[src/rtl/packed_yuv422_to_rgb_macros.svh]
// Assertion macros shared by the packed 4:2:2 to RGB converter.
`ifndef PACKED_YUV422_TO_RGB_MACROS_SVH
`define PACKED_YUV422_TO_RGB_MACROS_SVH

// Checks that the consequent holds in the same cycle as the antecedent.
`define PYR_ASSERT_IMP(lbl, ante, cons, msg) \
	lbl: assert property (@(posedge clk) disable iff (!arst_n) (ante) |-> (cons)) \
		else $error(msg);

// Checks that the consequent holds in the cycle after the antecedent.
`define PYR_ASSERT_NXT(lbl, ante, cons, msg) \
	lbl: assert property (@(posedge clk) disable iff (!arst_n) (ante) |=> (cons)) \
		else $error(msg);

`endif

[src/rtl/pyr_pkg.sv]
// Types, constants and helper functions of the packed 4:2:2 to RGB converter.
`default_nettype none

package pyr_pkg;

	typedef enum logic {
		ORDER_YUYV = 1'b0,
		ORDER_UYVY = 1'b1
	} byte_order_t;

	localparam int COEF_W = 18;
	localparam int CHROMA_W = 9;
	localparam int PROD_W = COEF_W + CHROMA_W;
	localparam int FRAC_BITS = 15;
	localparam int TERM_W = 11;

	localparam logic signed [CHROMA_W-1:0] CHROMA_BIAS = 9'sd128;
	localparam logic signed [COEF_W-1:0] COEF_RV = 18'sd37221;
	localparam logic signed [COEF_W-1:0] COEF_GU = 18'sd12975;
	localparam logic signed [COEF_W-1:0] COEF_GV = 18'sd18949;
	localparam logic signed [COEF_W-1:0] COEF_BU = 18'sd66883;

	typedef logic signed [CHROMA_W-1:0] chroma_t;
	typedef logic signed [PROD_W-1:0] prod_t;
	typedef logic signed [TERM_W-1:0] term_t;

	typedef struct packed {
		logic valid;
		logic last;
	} stage_ctl_t;

	typedef struct packed {
		logic [7:0] y0;
		logic [7:0] y1;
		chroma_t cu;
		chroma_t cv;
	} yuv_t;

	typedef struct packed {
		logic [7:0] y0;
		logic [7:0] y1;
		term_t rt;
		term_t gt;
		term_t bt;
	} term_set_t;

	typedef struct packed {
		logic [7:0] r;
		logic [7:0] g;
		logic [7:0] b;
	} rgb_t;

	function automatic chroma_t center(input logic [7:0] c);
		return chroma_t'($signed({1'b0, c}) - CHROMA_BIAS);
	endfunction

	// Floor division by 2^15; products stay well inside the kept bits.
	function automatic term_t floor_shift(input prod_t p);
		return $signed(p[FRAC_BITS+TERM_W-1:FRAC_BITS]);
	endfunction

	function automatic logic [7:0] pix_sat(input logic [7:0] y, input term_t t,
			input logic neg);
		term_t yx;
		term_t s;
		yx = $signed({3'b000, y});
		s = neg ? term_t'(yx - t) : term_t'(yx + t);
		if (s < 0) begin
			return 8'd0;
		end else if (s > 11'sd255) begin
			return 8'd255;
		end else begin
			return s[7:0];
		end
	endfunction

endpackage

`default_nettype wire

[src/rtl/pyr_in_if.sv]
// Input channel carrying one packed 4:2:2 macropixel per item.
`default_nettype none

interface pyr_in_if;
	logic valid;
	logic ready;
	logic [7:0] byte0;
	logic [7:0] byte1;
	logic [7:0] byte2;
	logic [7:0] byte3;
	logic last_in;

	modport source(output valid, output byte0, output byte1, output byte2, output byte3,
		output last_in, input ready);
	modport sink(input valid, input byte0, input byte1, input byte2, input byte3,
		input last_in, output ready);
endinterface

`default_nettype wire

[src/rtl/pyr_out_if.sv]
// Output channel carrying one pair of RGB888 pixels per item.
`default_nettype none

interface pyr_out_if;
	logic valid;
	logic ready;
	logic [7:0] red_first;
	logic [7:0] green_first;
	logic [7:0] blue_first;
	logic [7:0] red_second;
	logic [7:0] green_second;
	logic [7:0] blue_second;
	logic last_out;

	modport source(output valid, output red_first, output green_first, output blue_first,
		output red_second, output green_second, output blue_second, output last_out,
		input ready);
	modport sink(input valid, input red_first, input green_first, input blue_first,
		input red_second, input green_second, input blue_second, input last_out,
		output ready);
endinterface

`default_nettype wire

[src/rtl/pyr_unpack.sv]
// First stage: byte order selection and chroma centering.
`default_nettype none

module pyr_unpack import pyr_pkg::*; (
	input  logic        clk,
	input  logic        arst_n,
	input  byte_order_t byte_order,
	pyr_in_if.sink      yuv,
	input  logic        ready_s2,
	output stage_ctl_t  ctl_s1,
	output yuv_t        data_s1
);

	logic ready_s1;
	yuv_t unpacked;

	assign ready_s1 = !ctl_s1.valid || ready_s2;
	assign yuv.ready = ready_s1;

	always_comb begin
		unique case (byte_order)
			ORDER_YUYV: begin
				unpacked.y0 = yuv.byte0;
				unpacked.cu = center(yuv.byte1);
				unpacked.y1 = yuv.byte2;
				unpacked.cv = center(yuv.byte3);
			end
			ORDER_UYVY: begin
				unpacked.cu = center(yuv.byte0);
				unpacked.y0 = yuv.byte1;
				unpacked.cv = center(yuv.byte2);
				unpacked.y1 = yuv.byte3;
			end
			default: begin
				unpacked = '0;
			end
		endcase
	end

	always_ff @(posedge clk or negedge arst_n) begin
		if (!arst_n) begin
			ctl_s1 <= '0;
		end else if (ready_s1) begin
			ctl_s1.valid <= yuv.valid;
			ctl_s1.last <= yuv.last_in;
		end
	end

	always_ff @(posedge clk) begin
		if (ready_s1 && yuv.valid) begin
			data_s1 <= unpacked;
		end
	end

endmodule

`default_nettype wire

[src/rtl/pyr_chroma.sv]
// Second and third stages: chroma products and their scaled color terms.
`default_nettype none

module pyr_chroma import pyr_pkg::*; (
	input  logic       clk,
	input  logic       arst_n,
	input  stage_ctl_t ctl_s1,
	input  yuv_t       data_s1,
	output logic       ready_s2,
	input  logic       ready_s4,
	output stage_ctl_t ctl_s3,
	output term_set_t  term_s3
);

	stage_ctl_t ctl_s2;
	logic ready_s3;
	logic [7:0] y0_s2;
	logic [7:0] y1_s2;
	prod_t prod_rv_s2;
	prod_t prod_gu_s2;
	prod_t prod_gv_s2;
	prod_t prod_bu_s2;
	prod_t g_sum;

	assign ready_s3 = !ctl_s3.valid || ready_s4;
	assign ready_s2 = !ctl_s2.valid || ready_s3;
	assign g_sum = prod_t'(prod_gu_s2 + prod_gv_s2);

	always_ff @(posedge clk or negedge arst_n) begin
		if (!arst_n) begin
			ctl_s2 <= '0;
			ctl_s3 <= '0;
		end else begin
			if (ready_s2) begin
				ctl_s2 <= ctl_s1;
			end
			if (ready_s3) begin
				ctl_s3 <= ctl_s2;
			end
		end
	end

	always_ff @(posedge clk) begin
		if (ready_s2 && ctl_s1.valid) begin
			y0_s2 <= data_s1.y0;
			y1_s2 <= data_s1.y1;
			prod_rv_s2 <= prod_t'(data_s1.cv * COEF_RV);
			prod_gu_s2 <= prod_t'(data_s1.cu * COEF_GU);
			prod_gv_s2 <= prod_t'(data_s1.cv * COEF_GV);
			prod_bu_s2 <= prod_t'(data_s1.cu * COEF_BU);
		end
	end

	always_ff @(posedge clk) begin
		if (ready_s3 && ctl_s2.valid) begin
			term_s3.y0 <= y0_s2;
			term_s3.y1 <= y1_s2;
			term_s3.rt <= floor_shift(prod_rv_s2);
			term_s3.gt <= floor_shift(g_sum);
			term_s3.bt <= floor_shift(prod_bu_s2);
		end
	end

endmodule

`default_nettype wire

[src/rtl/pyr_pixel.sv]
// Fourth stage: luma plus color terms, saturation and the output register.
`default_nettype none

module pyr_pixel import pyr_pkg::*; (
	input  logic       clk,
	input  logic       arst_n,
	input  stage_ctl_t ctl_s3,
	input  term_set_t  term_s3,
	output logic       ready_s4,
	pyr_out_if.source  rgb
);

	stage_ctl_t ctl_s4;
	rgb_t first_s4;
	rgb_t second_s4;

	assign ready_s4 = !ctl_s4.valid || rgb.ready;

	always_ff @(posedge clk or negedge arst_n) begin
		if (!arst_n) begin
			ctl_s4 <= '0;
		end else if (ready_s4) begin
			ctl_s4 <= ctl_s3;
		end
	end

	always_ff @(posedge clk) begin
		if (ready_s4 && ctl_s3.valid) begin
			first_s4.r <= pix_sat(term_s3.y0, term_s3.rt, 1'b0);
			first_s4.g <= pix_sat(term_s3.y0, term_s3.gt, 1'b1);
			first_s4.b <= pix_sat(term_s3.y0, term_s3.bt, 1'b0);
			second_s4.r <= pix_sat(term_s3.y1, term_s3.rt, 1'b0);
			second_s4.g <= pix_sat(term_s3.y1, term_s3.gt, 1'b1);
			second_s4.b <= pix_sat(term_s3.y1, term_s3.bt, 1'b0);
		end
	end

	assign rgb.valid = ctl_s4.valid;
	assign rgb.last_out = ctl_s4.last;
	assign rgb.red_first = first_s4.r;
	assign rgb.green_first = first_s4.g;
	assign rgb.blue_first = first_s4.b;
	assign rgb.red_second = second_s4.r;
	assign rgb.green_second = second_s4.g;
	assign rgb.blue_second = second_s4.b;

endmodule

`default_nettype wire

[src/rtl/packed_yuv422_to_rgb.sv]
// Top level of the packed 4:2:2 macropixel to RGB888 pixel pair converter.
//
//  Channel   Dir  Content
//  yuv       in   byte0..byte3 macropixel, last_in
//  rgb       out  two RGB888 pixels, last_out
//  cfg       in   cfg_we, cfg_data: byte order register
//
// One item is taken in every cycle while rgb does not stall; from acceptance to
// the result on rgb it passes the registered stages for unpacking, the chroma
// multiplies, the scaled terms and the saturating add in the output register.
// Reset clears the byte order to Y0 U Y1 V and empties the pipeline.
// A stall on rgb holds each full stage with no empty stage after it; empty stages keep filling.
`default_nettype none
`include "packed_yuv422_to_rgb_macros.svh"

module packed_yuv422_to_rgb import pyr_pkg::*; (
	input  logic     clk,
	input  logic     arst_n,
	input  logic     cfg_we,
	input  logic     cfg_data,
	pyr_in_if.sink   yuv,
	pyr_out_if.source rgb
);

	byte_order_t byte_order_q;
	stage_ctl_t ctl_s1;
	stage_ctl_t ctl_s3;
	yuv_t data_s1;
	term_set_t term_s3;
	logic ready_s2;
	logic ready_s4;

	always_ff @(posedge clk or negedge arst_n) begin
		if (!arst_n) begin
			byte_order_q <= ORDER_YUYV;
		end else if (cfg_we) begin
			byte_order_q <= byte_order_t'(cfg_data);
		end
	end

	pyr_unpack u_unpack (
		.clk        (clk),
		.arst_n     (arst_n),
		.byte_order (byte_order_q),
		.yuv        (yuv),
		.ready_s2   (ready_s2),
		.ctl_s1     (ctl_s1),
		.data_s1    (data_s1)
	);

	pyr_chroma u_chroma (
		.clk      (clk),
		.arst_n   (arst_n),
		.ctl_s1   (ctl_s1),
		.data_s1  (data_s1),
		.ready_s2 (ready_s2),
		.ready_s4 (ready_s4),
		.ctl_s3   (ctl_s3),
		.term_s3  (term_s3)
	);

	pyr_pixel u_pixel (
		.clk      (clk),
		.arst_n   (arst_n),
		.ctl_s3   (ctl_s3),
		.term_s3  (term_s3),
		.ready_s4 (ready_s4),
		.rgb      (rgb)
	);

	`PYR_ASSERT_IMP(a_empty_out_takes_input, !rgb.valid, yuv.ready,
		"input stalled with empty output stage")
	`PYR_ASSERT_NXT(a_flow_latency,
		(yuv.valid && yuv.ready) ##1 rgb.ready ##1 rgb.ready ##1 rgb.ready,
		rgb.valid, "item did not reach the output in four cycles")
	`PYR_ASSERT_NXT(a_last_flows,
		(yuv.valid && yuv.ready && yuv.last_in) ##1 rgb.ready ##1 rgb.ready ##1 rgb.ready,
		rgb.last_out, "end of frame flag lost")

endmodule

`default_nettype wire

[src/flat_wrapper.sv]
// flat-port wrapper written by rule: the top's interface ports become plain ports
module packed_yuv422_to_rgb_flat import pyr_pkg::*;
  (clk, arst_n, cfg_we, cfg_data, yuv_valid, yuv_byte0, yuv_byte1, yuv_byte2, yuv_byte3, yuv_last_in, yuv_ready, rgb_valid, rgb_red_first, rgb_green_first, rgb_blue_first, rgb_red_second, rgb_green_second, rgb_blue_second, rgb_last_out, rgb_ready);
  pyr_in_if yuv_i ();
  pyr_out_if rgb_i ();
  input  logic clk;
  input  logic arst_n;
  input  logic cfg_we;
  input  logic cfg_data;
  input wire logic [$bits(yuv_i.valid)-1:0] yuv_valid;
  input wire logic [$bits(yuv_i.byte0)-1:0] yuv_byte0;
  input wire logic [$bits(yuv_i.byte1)-1:0] yuv_byte1;
  input wire logic [$bits(yuv_i.byte2)-1:0] yuv_byte2;
  input wire logic [$bits(yuv_i.byte3)-1:0] yuv_byte3;
  input wire logic [$bits(yuv_i.last_in)-1:0] yuv_last_in;
  output wire logic [$bits(yuv_i.ready)-1:0] yuv_ready;
  output wire logic [$bits(rgb_i.valid)-1:0] rgb_valid;
  output wire logic [$bits(rgb_i.red_first)-1:0] rgb_red_first;
  output wire logic [$bits(rgb_i.green_first)-1:0] rgb_green_first;
  output wire logic [$bits(rgb_i.blue_first)-1:0] rgb_blue_first;
  output wire logic [$bits(rgb_i.red_second)-1:0] rgb_red_second;
  output wire logic [$bits(rgb_i.green_second)-1:0] rgb_green_second;
  output wire logic [$bits(rgb_i.blue_second)-1:0] rgb_blue_second;
  output wire logic [$bits(rgb_i.last_out)-1:0] rgb_last_out;
  input wire logic [$bits(rgb_i.ready)-1:0] rgb_ready;
  assign yuv_i.valid = yuv_valid;
  assign yuv_i.byte0 = yuv_byte0;
  assign yuv_i.byte1 = yuv_byte1;
  assign yuv_i.byte2 = yuv_byte2;
  assign yuv_i.byte3 = yuv_byte3;
  assign yuv_i.last_in = yuv_last_in;
  assign yuv_ready = yuv_i.ready;
  assign rgb_valid = rgb_i.valid;
  assign rgb_red_first = rgb_i.red_first;
  assign rgb_green_first = rgb_i.green_first;
  assign rgb_blue_first = rgb_i.blue_first;
  assign rgb_red_second = rgb_i.red_second;
  assign rgb_green_second = rgb_i.green_second;
  assign rgb_blue_second = rgb_i.blue_second;
  assign rgb_last_out = rgb_i.last_out;
  assign rgb_i.ready = rgb_ready;
  packed_yuv422_to_rgb u_core (.clk(clk), .arst_n(arst_n), .cfg_we(cfg_we), .cfg_data(cfg_data), .yuv(yuv_i), .rgb(rgb_i));
endmodule
[config.mk]
export PLATFORM = sky130hd
export DESIGN_NAME = packed_yuv422_to_rgb_flat
export DESIGN_NICKNAME = d
export VERILOG_FILES = /design/src/rtl/pyr_pkg.sv /design/src/rtl/pyr_in_if.sv /design/src/rtl/pyr_out_if.sv /design/src/rtl/pyr_unpack.sv /design/src/rtl/pyr_chroma.sv /design/src/rtl/pyr_pixel.sv /design/src/rtl/packed_yuv422_to_rgb.sv /design/src/flat_wrapper.sv
export VERILOG_INCLUDE_DIRS = /design/src /design/src/rtl
export SDC_FILE = /design/constraint.sdc
export NUM_CORES = 1
export LEC_CHECK = 0
export CAP_MARGIN = 20
export CORE_UTILIZATION = 63
export CTS_BUF_LIST = sky130_fd_sc_hd__clkbuf_8 sky130_fd_sc_hd__clkbuf_16
export DETAILED_ROUTE_END_ITERATION = 8
export DONT_BUFFER_PORTS = 1
export GPL_ROUTABILITY_DRIVEN = 0
export PLACE_DENSITY = 0.89
export REMOVE_ABC_BUFFERS = 1
export SYNTH_ARGS = -nofsm -noshare
export SYNTH_HDL_FRONTEND = slang
export SYNTH_SLANG_ARGS = --single-unit
[constraint.sdc]
create_clock -name clk -period 6 [get_ports clk]
set_input_delay 0.9 -clock clk [delete_from_list [all_inputs] [get_ports clk]]
set_output_delay 0.9 -clock clk [all_outputs]
set_load 0.01 [all_outputs]
==> metrics.txt <==
status=finished clean; FP Rows=60; drt initial violations=953; post_cts resized=0; postcts setup bufs=0; HPWL Detailed=27.7 mm; hold buffers post-CTS=0; Initial Util=64.9%; CTS tree=yes; skew final=0.0176 ns; crit path DAT=5.64 ns; RSZ-0062 raised after global routing=no; Total Routed Length=36.7 mm; final setup fails=0; IO Count=90; number of CTS-inserted buffers=24; Via Count=11700; clock sinks=225; largest net degree at the start of global routing=53; first-pass GRT wire length=59.6 mm; Setup TNS Final=0 ns; Comb power frac=53.6%; asr flop ratio synth=4.00%; Synth Register Bits=225; Reg clk slew, reported paths=0.06 ns; post-layout minimum cycle time=5.39 ns; DR pass1 iterations=6; Synth area leader=edfxtp_1; crit path kind=reg -> reg; vias in the first global route=12100; synthesized area=17700 sq um; fmax=0.186 GHz; Final Cycle Share=89.8%; EDFF count, synth=216; port buffer count=0; slew margin rel.=29.7%; Syn. warnings=0; DP Cell Count=1844; total grt overflow=0; Critical Path RT=6.25 ns; CP Capture Type=flop; area of the die=28700 sq um; synthesized area per cell=12.0 sq um; Die X=170 um; DRC errors left=0; worst ir drop on vdd=0.000259 V; CP Cell Sequence=ha_1, inv_1, fa_1, inv_1, fa_1, inv_1, fa_1, inv_1, fa_1, ha_1, o21ai_0, o21ai_0, a221oi_2, o211ai_1, a31o_2, a21oi_1, xnor2_1; Non-Filler Instances=1889; diode count=0; worst-path fanout max=8; root buffer cell=clkbuf_16; sequential share of the synthesized area=37.9%; top post-synthesis cells by area=edfxtp_1 37%, ha_1 25%, fa_1 8.4%, inv_1 3.6%, xnor2_1 3.1%; maxcap violations=0; Vias/cell=6.20; Clock Path Buffers=3; leak pwr=8.59 nW; slew at the pin closest to its max-slew limit=1.04 ns; Switch Pwr=0.00373 W; Cell variety after synth=67; Hold Path Class=in -> async; critical path's top delay family=adder cells; # H-tree levels=1; GRT Util Overall=26.2%; initial antenna violation count=0; max incr delay on CP=0.58 ns; core area=27300 sq um; hold_ws=0.0713 ns; Sw Share=40.8%; Max Transition Viols Final=0; Final Hold Fails=0; pwr dens=481 nW/um^2; slowest CP cell=edfxtp_1; fin nets=1966; ANT nets after route=0; crit start category=flop; die height=170 um; P_int=0.00541 W; Mapped Cells=1470; share of cells above drive strength 1=7.51%; Area growth syn-to-layout=7.59%; Synth top area share=36.7%; worst path bufs/invs=4; sequential share of power=29.9%; filler instances=1635; Avg WL per Cell=19.4 um; clock power share=16.5%; ys flop type=edfxtp_1; insertion delay to the later sink of the worst-skew pair=0.52 ns; Power, Total=0.00914 W
through the flow:
step,util [%],worst slack [ns],cell area [sq um]
finish,69.8,0.609,19000
global route,69.8,0.453,19000
CTS,69.7,0.669,19000
detailed placement,66.8,0.752,18200
global placement,66.8,0.922,18200
floorplan,-,1.03,17700
cell usage in the layout (no fill, tap or decap), types with 19 or more instances in the layout:
cell type  instances
fa_1              74
a21oi_1           76
nand2b_1          19
nand2_1           30
inv_1            174
o21a_1            51
mux2_2            35
nor2b_1           19
xnor2_1           63
nor2_1            58
a21o_1            25
o21ai_0           37
clkbuf_16         25
xor2_1            33
ha_1             353
edfxtp_1         216
flip-flops by register name (all words and copies together), names as in the netlist, 8 cells and up:
register                         cells
u_core.u_chroma.term_s3             49
u_core.u_unpack.data_s1             32
u_core.u_chroma.prod_gu_s2          24
u_core.u_chroma.prod_gv_s2          20
u_core.u_chroma.prod_rv_s2          16
u_core.u_chroma.prod_bu_s2          11
u_core.u_chroma.y0_s2                8
u_core.u_chroma.y1_s2                8
u_core.u_pixel.rgb.blue_first        8
u_core.u_pixel.rgb.blue_second       8
u_core.u_pixel.rgb.green_first       8
u_core.u_pixel.rgb.green_second      8
u_core.u_pixel.rgb.red_first         8
u_core.u_pixel.rgb.red_second        8
kinds of logic after synthesis:
logic type      after synthesis  synth area share (%)
buf+inv                     174                  3.69
simple gates                221                  6.64
flops                       225                  37.9
mux                          37                  2.34
compound gates              289                  11.2
xor+xnor                     97                  4.85
fa+ha+maj                   427                  33.3
worst paths after layout:
check	startpoint	to	slack, ns	cells past startpoint
min	arst_n	u_core.u_unpack.ctl_s1[1]	0.07	0
min in group clk	u_core.u_chroma.y0_s2[3]	u_core.u_chroma.term_s3[44]	0.42	0
max	u_core.u_unpack.data_s1[9]	u_core.u_chroma.prod_gu_s2[23]	0.61	17
max reg2reg	u_core.u_unpack.data_s1[9]	u_core.u_chroma.prod_gu_s2[23]	0.61	17
min reg2reg	u_core.u_chroma.y0_s2[3]	u_core.u_chroma.term_s3[44]	0.42	0
max in group asynchronous	arst_n	u_core.u_pixel.rgb.last_out	5.86	0
routing by layer:
metal  wire, um  up-vias  GRT usage, %
met5          0        -             0
met4       1440        0          10.3
met3       2150      100          3.22
met2      18700      463          48.1
met1      14400     5697          31.2
li1           -     5454             -
synth_stat cells (4+ instances only):
cell      number
o21bai_1      10
nor2_1        58
ha_1         353
o21a_1        51
a211o_1        4
nand2b_1      19
nor3_1        17
nand4_1        9
or2_2         15
a21oi_2        4
a31oi_1        9
nor3b_1        4
a211oi_1       9
mux2_2        35
o31ai_1        8
nor2b_1       20
o211ai_1      11
or4_1          7
xor2_1        33
xnor2_1       63
o311a_1        6
o311ai_1       4
or3_1          4
nand2_1       30
o21ai_0       37
clkbuf_1       4
inv_1        170
nand3_1       15
a21oi_1       76
and3_1         5
dfrtp_1        9
a21o_1        25
fa_1          74
o211a_2        4
edfxtp_1     216
cell type report:
class                           instances  area (sq um)  share of cell area [%]
Clock buffer                           25           626                    3.29
Clock inverter                         18           170                   0.894
Inverter                              170           638                    3.35
Multi-Input combinational cell       1071         10300                    54.3
Sequential cell                       225          6710                    35.3
Tap cell                              372           465                    2.45
Timing Repair Buffer                    8          85.1                   0.447
power by group through the flow:
| stage | clock, W | combinational (W) | sequential (W) |
|---|---|---|---|
| floorplan | 0 | 0.00364 | 0.00268 |
| finish | 0.00151 | 0.00490 | 0.00273 |
| detailed placement | 0 | 0.00471 | 0.00276 |
| CTS | 0.00151 | 0.00484 | 0.00273 |
| global placement | 0 | 0.00443 | 0.00274 |
| global route | 0.00157 | 0.00548 | 0.00278 |
(Power assumes the default switching activity.)
